===== config.mk =====
export PLATFORM = sky130hd
export DESIGN_NAME = frame_playback_controller_core_flat
export DESIGN_NICKNAME = d
export VERILOG_FILES = /design/src/hw/rtl/fpc_pkg.sv /design/src/hw/rtl/fpc_if.sv /design/src/hw/rtl/fpc_step.sv /design/src/hw/rtl/frame_playback_controller_core.sv /design/src/flat_wrapper.sv
export SDC_FILE = /design/constraint.sdc
export NUM_CORES = 1
export LEC_CHECK = 0
export ABC_AREA = 1
export ABC_CLOCK_PERIOD_IN_PS = 21200
export BUFFER_PORTS_ARGS = -buffer_cell sky130_fd_sc_hd__buf_2
export CORE_MARGIN = 1.5
export CORE_UTILIZATION = 37
export CTS_CLUSTER_SIZE = 24
export DETAILED_ROUTE_END_ITERATION = 6
export GPL_ROUTABILITY_DRIVEN = 0
export PLACE_DENSITY = 0.65
export SYNTH_ARGS = -nofsm -noshare
export SYNTH_HDL_FRONTEND = slang
export SYNTH_SLANG_ARGS = --single-unit
export TNS_END_PERCENT = 30

===== constraint.sdc =====
create_clock -name clk -period 21.2 [get_ports clk]
set_input_delay 4.24 -clock clk [delete_from_list [all_inputs] [get_ports clk]]
set_output_delay 4.24 -clock clk [all_outputs]
set_load 0.01 [all_outputs]

===== src/hw/rtl/fpc_pkg.sv =====
`default_nettype none

package fpc_pkg;

    // widths of the frame path and of the configuration port
    localparam int FRAME_BITS    = 16;
    localparam int INTERVAL_BITS = 10;
    localparam int PBI_BITS      = 12;
    localparam int PROG_BITS     = 26;
    localparam int CFG_IDX_BITS  = 3;
    localparam int CFG_DATA_BITS = 16;
    localparam int KIND_BITS     = 4;

    // reset values
    localparam logic [INTERVAL_BITS-1:0] FRAME_INTERVAL_RESET = INTERVAL_BITS'(33);
    localparam logic [PBI_BITS-1:0]      PBI_RESET            = PBI_BITS'(33);

    typedef logic [FRAME_BITS-1:0] frame_t;

    // event codes
    typedef enum logic [KIND_BITS-1:0] {
        KIND_TICK    = 4'd0,
        KIND_START   = 4'd1,
        KIND_PAUSE   = 4'd2,
        KIND_SEEK    = 4'd3,
        KIND_NEXT    = 4'd4,
        KIND_PREV    = 4'd5,
        KIND_SPEED   = 4'd6,
        KIND_REFRESH = 4'd7,
        KIND_QUERY   = 4'd8
    } kind_t;

    // configuration register indexes
    typedef enum logic [CFG_IDX_BITS-1:0] {
        REG_FRAME_INTERVAL = 3'd0,
        REG_BUFFER_MIN     = 3'd1,
        REG_BUFFER_MAX     = 3'd2,
        REG_START_FRAME    = 3'd3,
        REG_END_FRAME      = 3'd4,
        REG_LOOPING        = 3'd5,
        REG_SPEED_MODE     = 3'd6
    } reg_idx_t;

    // speed modes
    typedef enum logic [1:0] {
        SPEED_NORMAL  = 2'd0,
        SPEED_HALF    = 2'd1,
        SPEED_QUARTER = 2'd2
    } speed_t;

    typedef struct packed {
        logic [INTERVAL_BITS-1:0] frame_interval_ms;
        frame_t                   buffer_min_frame;
        frame_t                   buffer_max_frame;
        frame_t                   start_frame;
        frame_t                   end_frame;
        logic                     looping;
        logic [1:0]               speed_mode;
    } cfg_t;

    typedef struct packed {
        frame_t              current_frame;
        frame_t              fence_start_latched;
        frame_t              fence_end_latched;
        frame_t              min_frame_latched;
        logic [PBI_BITS-1:0] playback_interval;
        logic [PBI_BITS-1:0] countdown_ms;
        logic                run_flag;
    } state_t;

    typedef struct packed {
        logic [KIND_BITS-1:0] kind;
        frame_t               seek_frame;
        logic                 report_on_seek;
    } evt_t;

    typedef struct packed {
        logic                 show_valid;
        frame_t               shown_frame;
        logic                 progress_valid;
        logic [PROG_BITS-1:0] progress_ms;
        logic                 position_valid;
        frame_t               position_frames;
        logic                 stopped_at_end;
        logic                 playing;
    } res_t;

    // min bound first, then max bound (max wins if the bounds cross)
    function automatic frame_t clamp_frame(frame_t f, frame_t mn, frame_t mx);
        frame_t r;
        r = (f < mn) ? mn : f;
        r = (r > mx) ? mx : r;
        return r;
    endfunction

endpackage

`default_nettype wire


===== src/hw/rtl/fpc_if.sv =====
`default_nettype none

// event channel
interface fpc_evt_if;
    logic                     valid;
    logic                     ready;
    logic [3:0]               kind;
    logic [15:0]              seek_frame;
    logic                     report_on_seek;

    modport source (output valid, kind, seek_frame, report_on_seek, input ready);
    modport sink   (input valid, kind, seek_frame, report_on_seek, output ready);
endinterface

// result channel
interface fpc_res_if;
    logic                     valid;
    logic                     ready;
    logic                     show_valid;
    logic [15:0]              shown_frame;
    logic                     progress_valid;
    logic [25:0]              progress_ms;
    logic                     position_valid;
    logic [15:0]              position_frames;
    logic                     stopped_at_end;
    logic                     playing;

    modport source (output valid, show_valid, shown_frame, progress_valid, progress_ms,
                    position_valid, position_frames, stopped_at_end, playing,
                    input ready);
    modport sink   (input valid, show_valid, shown_frame, progress_valid, progress_ms,
                    position_valid, position_frames, stopped_at_end, playing,
                    output ready);
endinterface

`default_nettype wire


===== src/hw/rtl/fpc_step.sv =====
`default_nettype none

module fpc_step
    import fpc_pkg::*;
(
    input  wire cfg_t   cfg,
    input  wire state_t state,
    input  wire evt_t   evt,
    output state_t      state_next,
    output res_t        res
);

    logic [FRAME_BITS:0]   inc_frame;
    frame_t                start_clamped;
    frame_t                end_clamped;
    frame_t                tick_frame;
    frame_t                prog_diff;
    logic                  prog_en;
    logic [PBI_BITS-1:0]   pbi_sel;

    // common clamps and increments
    assign inc_frame     = {1'b0, state.current_frame} + {{FRAME_BITS{1'b0}}, 1'b1};
    assign start_clamped = clamp_frame(cfg.start_frame, cfg.buffer_min_frame,
                                       cfg.buffer_max_frame);
    assign end_clamped   = clamp_frame(cfg.end_frame, cfg.buffer_min_frame,
                                       cfg.buffer_max_frame);

    // wrap or stop past the fence end
    always_comb
    begin
        if (inc_frame > {1'b0, state.fence_end_latched})
        begin
            tick_frame = cfg.looping ? start_clamped : end_clamped;
        end
        else
        begin
            tick_frame = inc_frame[FRAME_BITS-1:0];
        end
    end

    // interval chosen by the speed mode
    always_comb
    begin
        case (cfg.speed_mode)
            SPEED_NORMAL:  pbi_sel = {2'b00, cfg.frame_interval_ms};
            SPEED_HALF:    pbi_sel = {1'b0, cfg.frame_interval_ms, 1'b0};
            SPEED_QUARTER: pbi_sel = {cfg.frame_interval_ms, 2'b00};
            default:       pbi_sel = state.playback_interval;
        endcase
    end

    // event decode and state update
    always_comb
    begin
        state_next          = state;
        prog_en             = 1'b0;
        res                 = '0;
        unique case (evt.kind)
            KIND_TICK:
            begin
                if (state.run_flag)
                begin
                    if (state.countdown_ms > PBI_BITS'(1))
                    begin
                        state_next.countdown_ms = state.countdown_ms - PBI_BITS'(1);
                    end
                    else
                    begin
                        res.show_valid           = 1'b1;
                        res.shown_frame          = state.current_frame;
                        state_next.current_frame = tick_frame;
                        prog_en                  = 1'b1;
                        if ((inc_frame > {1'b0, state.fence_end_latched}) && !cfg.looping)
                        begin
                            res.stopped_at_end  = 1'b1;
                            state_next.run_flag = 1'b0;
                        end
                        else
                        begin
                            state_next.countdown_ms = state.playback_interval;
                        end
                    end
                end
            end
            KIND_START:
            begin
                state_next.run_flag     = 1'b1;
                state_next.countdown_ms = state.playback_interval;
                if (state.current_frame >= state.fence_end_latched)
                begin
                    state_next.current_frame = start_clamped;
                    prog_en                  = 1'b1;
                end
            end
            KIND_PAUSE:
            begin
                state_next.run_flag = 1'b0;
            end
            KIND_SEEK:
            begin
                state_next.current_frame = clamp_frame(evt.seek_frame, cfg.buffer_min_frame,
                                                       cfg.buffer_max_frame);
                res.show_valid           = 1'b1;
                res.shown_frame          = state_next.current_frame;
                prog_en                  = evt.report_on_seek;
            end
            KIND_NEXT:
            begin
                if (!state.run_flag && (state.current_frame < state.fence_end_latched))
                begin
                    state_next.current_frame = inc_frame[FRAME_BITS-1:0];
                    res.show_valid           = 1'b1;
                    res.shown_frame          = inc_frame[FRAME_BITS-1:0];
                    prog_en                  = 1'b1;
                end
            end
            KIND_PREV:
            begin
                if (!state.run_flag && (state.current_frame > state.fence_start_latched))
                begin
                    state_next.current_frame = state.current_frame - FRAME_BITS'(1);
                    res.show_valid           = 1'b1;
                    res.shown_frame          = state.current_frame - FRAME_BITS'(1);
                    prog_en                  = 1'b1;
                end
            end
            KIND_SPEED:
            begin
                state_next.playback_interval = pbi_sel;
                if (state.run_flag)
                begin
                    state_next.countdown_ms = pbi_sel;
                end
            end
            KIND_REFRESH:
            begin
                state_next.playback_interval   = {2'b00, cfg.frame_interval_ms};
                state_next.min_frame_latched   = cfg.buffer_min_frame;
                state_next.fence_start_latched = start_clamped;
                state_next.fence_end_latched   = end_clamped;
                state_next.current_frame       = end_clamped;
                prog_en                        = 1'b1;
            end
            KIND_QUERY:
            begin
                res.position_valid  = 1'b1;
                res.position_frames = state.current_frame - state.min_frame_latched;
            end
            default:
            begin
            end
        endcase

        // progress on the frame left by this word
        prog_diff          = state_next.current_frame - state_next.min_frame_latched;
        res.progress_valid = prog_en;
        if (prog_en)
        begin
            res.progress_ms = {{INTERVAL_BITS{1'b0}}, prog_diff}
                              * {{FRAME_BITS{1'b0}}, cfg.frame_interval_ms};
        end
        res.playing = state_next.run_flag;
    end

endmodule

`default_nettype wire


===== src/hw/rtl/frame_playback_controller_core.sv =====
// channel   dir  handshake     payload
// evt       in   valid/ready   kind, seek_frame, report_on_seek
// res       out  valid/ready   show/progress/position reports, stopped_at_end, playing
// cfg       in   cfg_we only   cfg_index selects register, cfg_data carries value
//
// every event word gives exactly one result word, through the input register and then the result register
// one event word accepted per cycle unless a stalled result fills the pipe; the input register and
// the result register each hold one word, so a stalled result holds the pipe without losing words
// rst_n empties the pipe and returns the player state and configuration to reset values
// the player state is updated as a word moves from the input to the result register
`default_nettype none

module frame_playback_controller_core
    import fpc_pkg::*;
(
    input  wire                       clk,
    input  wire                       rst_n,
    fpc_evt_if.sink                   evt,
    fpc_res_if.source                 res,
    input  wire                       cfg_we,
    input  wire [CFG_IDX_BITS-1:0]    cfg_index,
    input  wire [CFG_DATA_BITS-1:0]   cfg_data
);

    cfg_t   cfg_reg;
    state_t state_reg;
    state_t state_next;
    evt_t   s1_evt_reg;
    logic   s1_valid_reg;
    res_t   out_reg;
    res_t   res_next;
    logic   out_valid_reg;
    logic   advance;
    logic   evt_accept;

    // pipe control
    assign advance    = s1_valid_reg && (!out_valid_reg || res.ready);
    assign evt.ready  = !s1_valid_reg || advance;
    assign evt_accept = evt.valid && evt.ready;

    // configuration registers
    always_ff @(posedge clk or negedge rst_n)
    begin
        if (!rst_n)
        begin
            cfg_reg.frame_interval_ms <= FRAME_INTERVAL_RESET;
            cfg_reg.buffer_min_frame  <= '0;
            cfg_reg.buffer_max_frame  <= '0;
            cfg_reg.start_frame       <= '0;
            cfg_reg.end_frame         <= '0;
            cfg_reg.looping           <= 1'b1;
            cfg_reg.speed_mode        <= SPEED_NORMAL;
        end
        else if (cfg_we)
        begin
            unique case (cfg_index)
                REG_FRAME_INTERVAL: cfg_reg.frame_interval_ms <= cfg_data[INTERVAL_BITS-1:0];
                REG_BUFFER_MIN:     cfg_reg.buffer_min_frame  <= cfg_data[FRAME_BITS-1:0];
                REG_BUFFER_MAX:     cfg_reg.buffer_max_frame  <= cfg_data[FRAME_BITS-1:0];
                REG_START_FRAME:    cfg_reg.start_frame       <= cfg_data[FRAME_BITS-1:0];
                REG_END_FRAME:      cfg_reg.end_frame         <= cfg_data[FRAME_BITS-1:0];
                REG_LOOPING:        cfg_reg.looping           <= cfg_data[0];
                REG_SPEED_MODE:     cfg_reg.speed_mode        <= cfg_data[1:0];
                default:
                begin
                end
            endcase
        end
    end

    // input register
    always_ff @(posedge clk or negedge rst_n)
    begin
        if (!rst_n)
        begin
            s1_valid_reg <= 1'b0;
        end
        else if (evt.ready)
        begin
            s1_valid_reg <= evt.valid;
        end
    end

    always_ff @(posedge clk)
    begin
        if (evt_accept)
        begin
            s1_evt_reg.kind           <= evt.kind;
            s1_evt_reg.seek_frame     <= evt.seek_frame;
            s1_evt_reg.report_on_seek <= evt.report_on_seek;
        end
    end

    // event decode and next player state
    fpc_step u_step (
        .cfg        (cfg_reg),
        .state      (state_reg),
        .evt        (s1_evt_reg),
        .state_next (state_next),
        .res        (res_next)
    );

    // player state
    always_ff @(posedge clk or negedge rst_n)
    begin
        if (!rst_n)
        begin
            state_reg.current_frame       <= '0;
            state_reg.fence_start_latched <= '0;
            state_reg.fence_end_latched   <= '0;
            state_reg.min_frame_latched   <= '0;
            state_reg.playback_interval   <= PBI_RESET;
            state_reg.countdown_ms        <= '0;
            state_reg.run_flag            <= 1'b0;
        end
        else if (advance)
        begin
            state_reg <= state_next;
        end
    end

    // result register
    always_ff @(posedge clk or negedge rst_n)
    begin
        if (!rst_n)
        begin
            out_valid_reg <= 1'b0;
        end
        else if (advance)
        begin
            out_valid_reg <= 1'b1;
        end
        else if (res.ready)
        begin
            out_valid_reg <= 1'b0;
        end
    end

    always_ff @(posedge clk)
    begin
        if (advance)
        begin
            out_reg <= res_next;
        end
    end

    // result channel
    assign res.valid           = out_valid_reg;
    assign res.show_valid      = out_reg.show_valid;
    assign res.shown_frame     = out_reg.shown_frame;
    assign res.progress_valid  = out_reg.progress_valid;
    assign res.progress_ms     = out_reg.progress_ms;
    assign res.position_valid  = out_reg.position_valid;
    assign res.position_frames = out_reg.position_frames;
    assign res.stopped_at_end  = out_reg.stopped_at_end;
    assign res.playing         = out_reg.playing;

    // a stop at the fence end always leaves the player paused
    assert property (@(posedge clk) disable iff (!rst_n)
        (out_valid_reg && out_reg.stopped_at_end) |-> !out_reg.playing)
        else $error("stopped_at_end reported while playing");

    // a position answer never carries a frame report
    assert property (@(posedge clk) disable iff (!rst_n)
        (out_valid_reg && out_reg.position_valid) |->
            (!out_reg.show_valid && !out_reg.progress_valid))
        else $error("position answer mixed with frame report");

    // an accepted word is held in the input register next cycle
    assert property (@(posedge clk) disable iff (!rst_n)
        evt_accept |=> s1_valid_reg)
        else $error("accepted event word lost");

    // the reported playing flag follows the player state
    assert property (@(posedge clk) disable iff (!rst_n)
        advance |=> (out_reg.playing == state_reg.run_flag))
        else $error("playing flag out of step with player state");

endmodule

`default_nettype wire


===== src/flat_wrapper.sv =====
// flat-port wrapper written by rule: the top's interface ports become plain ports
module frame_playback_controller_core_flat import fpc_pkg::*;
  (clk, rst_n, cfg_we, cfg_index, cfg_data, evt_valid, evt_kind, evt_seek_frame, evt_report_on_seek, evt_ready, res_valid, res_show_valid, res_shown_frame, res_progress_valid, res_progress_ms, res_position_valid, res_position_frames, res_stopped_at_end, res_playing, res_ready);
  fpc_evt_if evt_i ();
  fpc_res_if res_i ();
  input  wire clk;
  input  wire rst_n;
  input  wire cfg_we;
  input  wire [CFG_IDX_BITS-1:0] cfg_index;
  input  wire [CFG_DATA_BITS-1:0] cfg_data;
  input wire logic [$bits(evt_i.valid)-1:0] evt_valid;
  input wire logic [$bits(evt_i.kind)-1:0] evt_kind;
  input wire logic [$bits(evt_i.seek_frame)-1:0] evt_seek_frame;
  input wire logic [$bits(evt_i.report_on_seek)-1:0] evt_report_on_seek;
  output wire logic [$bits(evt_i.ready)-1:0] evt_ready;
  output wire logic [$bits(res_i.valid)-1:0] res_valid;
  output wire logic [$bits(res_i.show_valid)-1:0] res_show_valid;
  output wire logic [$bits(res_i.shown_frame)-1:0] res_shown_frame;
  output wire logic [$bits(res_i.progress_valid)-1:0] res_progress_valid;
  output wire logic [$bits(res_i.progress_ms)-1:0] res_progress_ms;
  output wire logic [$bits(res_i.position_valid)-1:0] res_position_valid;
  output wire logic [$bits(res_i.position_frames)-1:0] res_position_frames;
  output wire logic [$bits(res_i.stopped_at_end)-1:0] res_stopped_at_end;
  output wire logic [$bits(res_i.playing)-1:0] res_playing;
  input wire logic [$bits(res_i.ready)-1:0] res_ready;
  assign evt_i.valid = evt_valid;
  assign evt_i.kind = evt_kind;
  assign evt_i.seek_frame = evt_seek_frame;
  assign evt_i.report_on_seek = evt_report_on_seek;
  assign evt_ready = evt_i.ready;
  assign res_valid = res_i.valid;
  assign res_show_valid = res_i.show_valid;
  assign res_shown_frame = res_i.shown_frame;
  assign res_progress_valid = res_i.progress_valid;
  assign res_progress_ms = res_i.progress_ms;
  assign res_position_valid = res_i.position_valid;
  assign res_position_frames = res_i.position_frames;
  assign res_stopped_at_end = res_i.stopped_at_end;
  assign res_playing = res_i.playing;
  assign res_i.ready = res_ready;
  frame_playback_controller_core u_core (.clk(clk), .rst_n(rst_n), .evt(evt_i), .res(res_i), .cfg_we(cfg_we), .cfg_index(cfg_index), .cfg_data(cfg_data));
endmodule

# == After elaboration in Yosys (flattened, before gate mapping) ==
# Index checks and enable logic that the tools add are counted.
# totals
regBits,252
latch_bits,0
mem_bits_ro,0
ram_bits,0
output_inout_bits,65
elab_cells,133
mem_count,0
# classes
div_mod_pow,0
multipliers,1
order_cmp,11
reduce_logical,28
n_eq_ne,19
shift,0
bitwise_logic,2
add_sub_neg,5
n_mux,40
# ops
operator,count
2-to-1 mux 16 bit,14
case mux 16 bit (6 select lines),1
2-to-1 mux 17 bit,5
case mux 12 bit (3 select lines),2
case mux 17 bit (4 select lines),1
greater-than comparator 16 bit,4
less-than comparator 16 bit,4
2-to-1 mux 12 bit,3
subtractor 16 bit,2
multiplier 16 x 10 -> 26 bit,1
case mux 12 bit (2 select lines),1
AND reduction 2 bit,9
adder 16 x 1 -> 17 bit (second input constant),1
greater-than comparator 17 x 16 -> 1 bit,1
equality test 4 x 3 -> 1 bit (second input constant),4
greater-or-equal comparator 16 bit,1
subtractor 16 x 1 -> 16 bit (second input constant),1
2-to-1 mux 13 bit,1
greater-than comparator 12 x 1 -> 1 bit (second input constant),1
subtractor 12 x 1 -> 12 bit (second input constant),1
2-to-1 mux 1 bit,10
equality test 3 bit (second input constant),3
equality test 4 x 2 -> 1 bit (second input constant),2
equality test 3 x 2 -> 1 bit (second input constant),2
other kinds (20),31

# == Depth between registers and ports, before layout ==
# logic_depth
depth_word,11
ltp_mapped,69

# == Modules after synthesis ==
# A second synthesis with hierarchy kept.
# unflattened
hier_cells,3301
hier_area_um2,24504.8
# modules_own_cells
mod,area_per_inst_um2,n_inst,cells_per_inst
fpc_step,15319.7,1,2476
frame_playback_controller_core,9185.1,1,825

# == Least setup slack after synthesis ==
# Ideal clock, no wire load.
# synth_timing
path_kind,reg2reg
from,reg u_core.cfg_reg[60] (netlist name)
to,"reg u_core.out_reg, in the netlist u_core.res.progress_ms[18] (data pin)"
setup_ns,0.254
path_buffers,2
path_stages_with_launch,60
setup_slack_ns,11.603
arrival_time_ns,9.342
path_cell_list,dfrtp_1 inv_1 ha_1 nand2_1 inv_1 o21ai_0 a21oi_1 nor2_1 nand2_1 buf_1 o21ai_1 inv_1 ha_1 nand2_1 inv_1 nor2_1 o21a_1 nand2_1 [24 not listed] inv_1 fa_1 fa_1 fa_1 inv_1 fa_1 inv_1 ha_1 nand2_1 nor2_1 nand2_1 o211ai_1 a31oi_1 o21ai_0 a21boi_0 o21ai_0 a21oi_1 o21a_1
# synth_between
elab_chain_len,11
# synth_lines
item,line_no,rtl
from (decl),frame_playback_controller_core.sv:25,cfg_t cfg_reg;
less-than comparator 16 bit,fpc_pkg.sv:91,r = (f < mn) ? mn : f;
2-to-1 mux 16 bit,fpc_pkg.sv:91,
greater-than comparator 16 bit,fpc_pkg.sv:92,r = (r > mx) ? mx : r;
2-to-1 mux 16 bit,fpc_pkg.sv:92,
2-to-1 mux 16 bit,fpc_step.sv:33,tick_frame = cfg.looping ? start_clamped : end_clamped;
2-to-1 mux 16 bit,fpc_step.sv:31,"if (inc_frame > {1'b0, state.fence_end_latched})"
2-to-1 mux 16 bit,fpc_step.sv:63,if (state.countdown_ms > PBI_BITS'(1))
2-to-1 mux 16 bit,fpc_step.sv:61,if (state.run_flag)
case mux 16 bit (6 select lines),fpc_step.sv:58,unique case (evt.kind)
subtractor 16 bit (*),fpc_step.sv:155,prog_diff = state_next.current_frame - state_next.min_frame_latched;
multiplier 16 x 10 -> 26 bit (*),fpc_step.sv:160,"* {{FRAME_BITS{1'b0}}, cfg.frame_interval_ms};"
to (signal assigned),frame_playback_controller_core.sv:143,out_reg <= res_next;
to (decl),frame_playback_controller_core.sv:30,res_t out_reg;
# Every way passes the cells marked *; elsewhere a longest branch is shown, timed or not.
# A chain may end at the register's enable or synchronous reset.

# == Final worst setup path ==
# layout_timing
from,reg u_core.cfg_reg[60] (netlist name)
to,"reg u_core.out_reg, in the netlist u_core.res.progress_ms[24] (data pin)"
# Same word-level chain as after synthesis.

==> out/metrics.csv <==
metric;value;unit
Worst EP required;21660;ps
leading area contributor after synthesis;dfrtp_1;
Fin Hold WS;487;ps
RSZ-0062 raised after global routing;no;
number of flip-flops in the largest register;89;
initial antenna violation count;1;
Tot GR Track Use;0.229;
CP Class;register to register;
Setup TNS;0;ps
status;completed;
Routed Antenna Nets;0;
most common cell after layout, fill and taps aside;nand2_1;
DR pass1 iterations;6;
Top delay family on crit path;simple AND/OR/NAND/NOR gates;
f_max;0.0804;GHz
WL per Instance;18.8;µm
first-pass GRT wire length;114;mm
final WL;73.0;mm
worst-skew pair later-pin latency;630;ps
ys async rst share;0.667;
clk slew on worst S/H paths;70;ps
Core Area;0.0607;mm²
Arrival @ worst endpoint;12900;ps
H-tree depth;1;
fin crit period;12440;ps
total die area;0.0633;mm²
most used cell, CP;nand2_1;
#FFs+latches synth;252;
DP HPWL;56.6;mm
residual DRC count;0;
DR vias/cell;5.42;
Fillers;6221;
yosys warns;0;
leading post-synthesis cells by cell area;dfrtp_1, ha_1, nand2_1, edfxtp_1, fa_1;
Startpoint Class;register;
CP max stage delay;690;ps
predominant post-synthesis flop cell;dfrtp_1;
GRT overflow;0;
CP max FO;33;
clock root cell;clkbuf_16;
vias in the first global route;19400;
Final nets;3461;
layout cells sized above 1;0.0770;
placed cell area;0.0241;mm²
setup bufs post-CTS;0;
clock buffer depth;3;
CP bufs+invs;7;
Worst Max-Slew Pin Slew;1230;ps
Slew Limit Fails;0;
EDFF count, synth;84;
Initial Util;0.377;
post-cts hold buffer count;0;
post-route clock period utilization;0.587;
slowest CP cell;xor2_1;
TritonCTS Sinks;252;
Min-Delay Path Class;register to register;
Post-Syn Nets;3413;
Final Cell Area;0.0251;mm²
Top Ports;110;
max-cap viol count;0;
cell count after synthesis;3018;
sequential share of the synthesized area;0.294;
area of the mapped netlist;0.0229;mm²
Num CTS Buffers;31;
Slew HR;0.181;
final count of hold timing violations;0;
Die H;252;µm
Avg Inst Size Synth;7.58;µm²
Final Setup Violations;0;
largest net degree at the start of global routing;83;
vias;21000;
clock skew;39.8;ps
crit end category;register;
port bufs;109;
number of DRC markers in iteration 0;2361;
synth unique cells;51;
most frequent cells in the layout;nand2_1, inv_1, o21ai_0, ha_1, nor2_1;
Syn-to-layout area delta;9.63;%
die width;252;µm
num rows;90;
post-CTS resize count;0;
CTS tree;yes;
share of the synthesized area in the top cell type;0.178;
==> Yosys cell counts, types with 2 or more instances <==
library cell,instances
o31ai_1,2
nand3_1,115
nor3b_1,2
nor4_1,7
fa_1,112
xnor2_1,4
or2_2,12
dfrtp_1,163
inv_1,422
a21boi_0,2
o21ai_1,95
clkinv_1,4
o2111ai_1,3
nand4_1,26
nand3_4,2
dfstp_2,5
nor2_2,12
or2_0,8
inv_2,15
o22ai_1,20
edfxtp_1,84
clkbuf_1,74
nor3_2,5
nand3_2,2
ha_1,238
a31oi_1,15
xor2_1,29
a21oi_1,185
o211ai_1,37
buf_2,16
o21ai_0,254
o21bai_1,7
a21o_1,2
nor2_1,225
a211oi_1,4
or2_1,9
nand3b_1,6
nand2_1,711
buf_1,11
nor3_1,21
nand2_2,3
o221ai_1,19
buf_4,5
o21a_1,18
==> cell families after synthesis <==
logic type      synth area share
simple gates               0.214
compound gates             0.158
buf+inv                   0.0922
fa+ha+maj                  0.228
flops                      0.294
xor+xnor                  0.0126
==> area by class of cell <==
type,instances,area (µm²),share of cell area
clock buffers,38,853,0.0340
multi-input cells,2217,14000,0.560
well taps,782,978,0.0390
diodes,1,2.50,0.0000998
inverters,442,1660,0.0663
clock inverters,20,155,0.00619
flip-flops and latches,252,6730,0.268
repair buffers,122,649,0.0259
==> worst paths after layout <==
path                                 startpoint                    endpoint  slack [ps]  cells after the start
setup reg to reg             u_core.cfg_reg[60]  u_core.res.progress_ms[24]        8760                     56
hold / removal             u_core.state_reg[48]        u_core.state_reg[48]         490                      2
max in group asynchronous                 rst_n         u_core.state_reg[2]       15590                      3
setup / recovery             u_core.cfg_reg[60]  u_core.res.progress_ms[24]        8760                     56
hold reg to reg            u_core.state_reg[48]        u_core.state_reg[48]         490                      2
min in group asynchronous                 rst_n          u_core.cfg_reg[48]        3550                      1
==> layer usage <==
layer / wire [µm] / vias up / share of wire / global-route usage
li1: - / 10000 / - / -
met1: 32000 / 9885 / 0.44 / 0.326
met2: 31600 / 929 / 0.43 / 0.347
met3: 6860 / 141 / 0.094 / 0.0437
met4: 2540 / 0 / 0.035 / 0.0762
met5: 0 / - / 0 / 0
==> stage by stage <==
step / util / worst slack (ps) / cells
6_report: 0.413 / 8760 / 3874
3_3_place_gp: 0.397 / 9150 / 3815
5_1_grt: 0.413 / 7720 / 3873
2_1_floorplan: - / 11600 / 3018
4_1_cts: 0.413 / 8980 / 3873
3_5_place_dp: 0.397 / 9020 / 3815
==> worst register-to-register path, delay by kind of cell, from the launching register on <==
| family | cells | cell delay, ps |
|---|---|---|
| compound gates | 12 | 1860 |
| xor+xnor | 1 | 690 |
| fa+ha+maj | 10 | 4060 |
| buf+inv | 7 | 680 |
| flops | 1 | 390 |
| simple gates | 26 | 4590 |
Power is not shown: default switching activity piles up to over one toggle a cycle in this logic, so the estimate is an artifact.
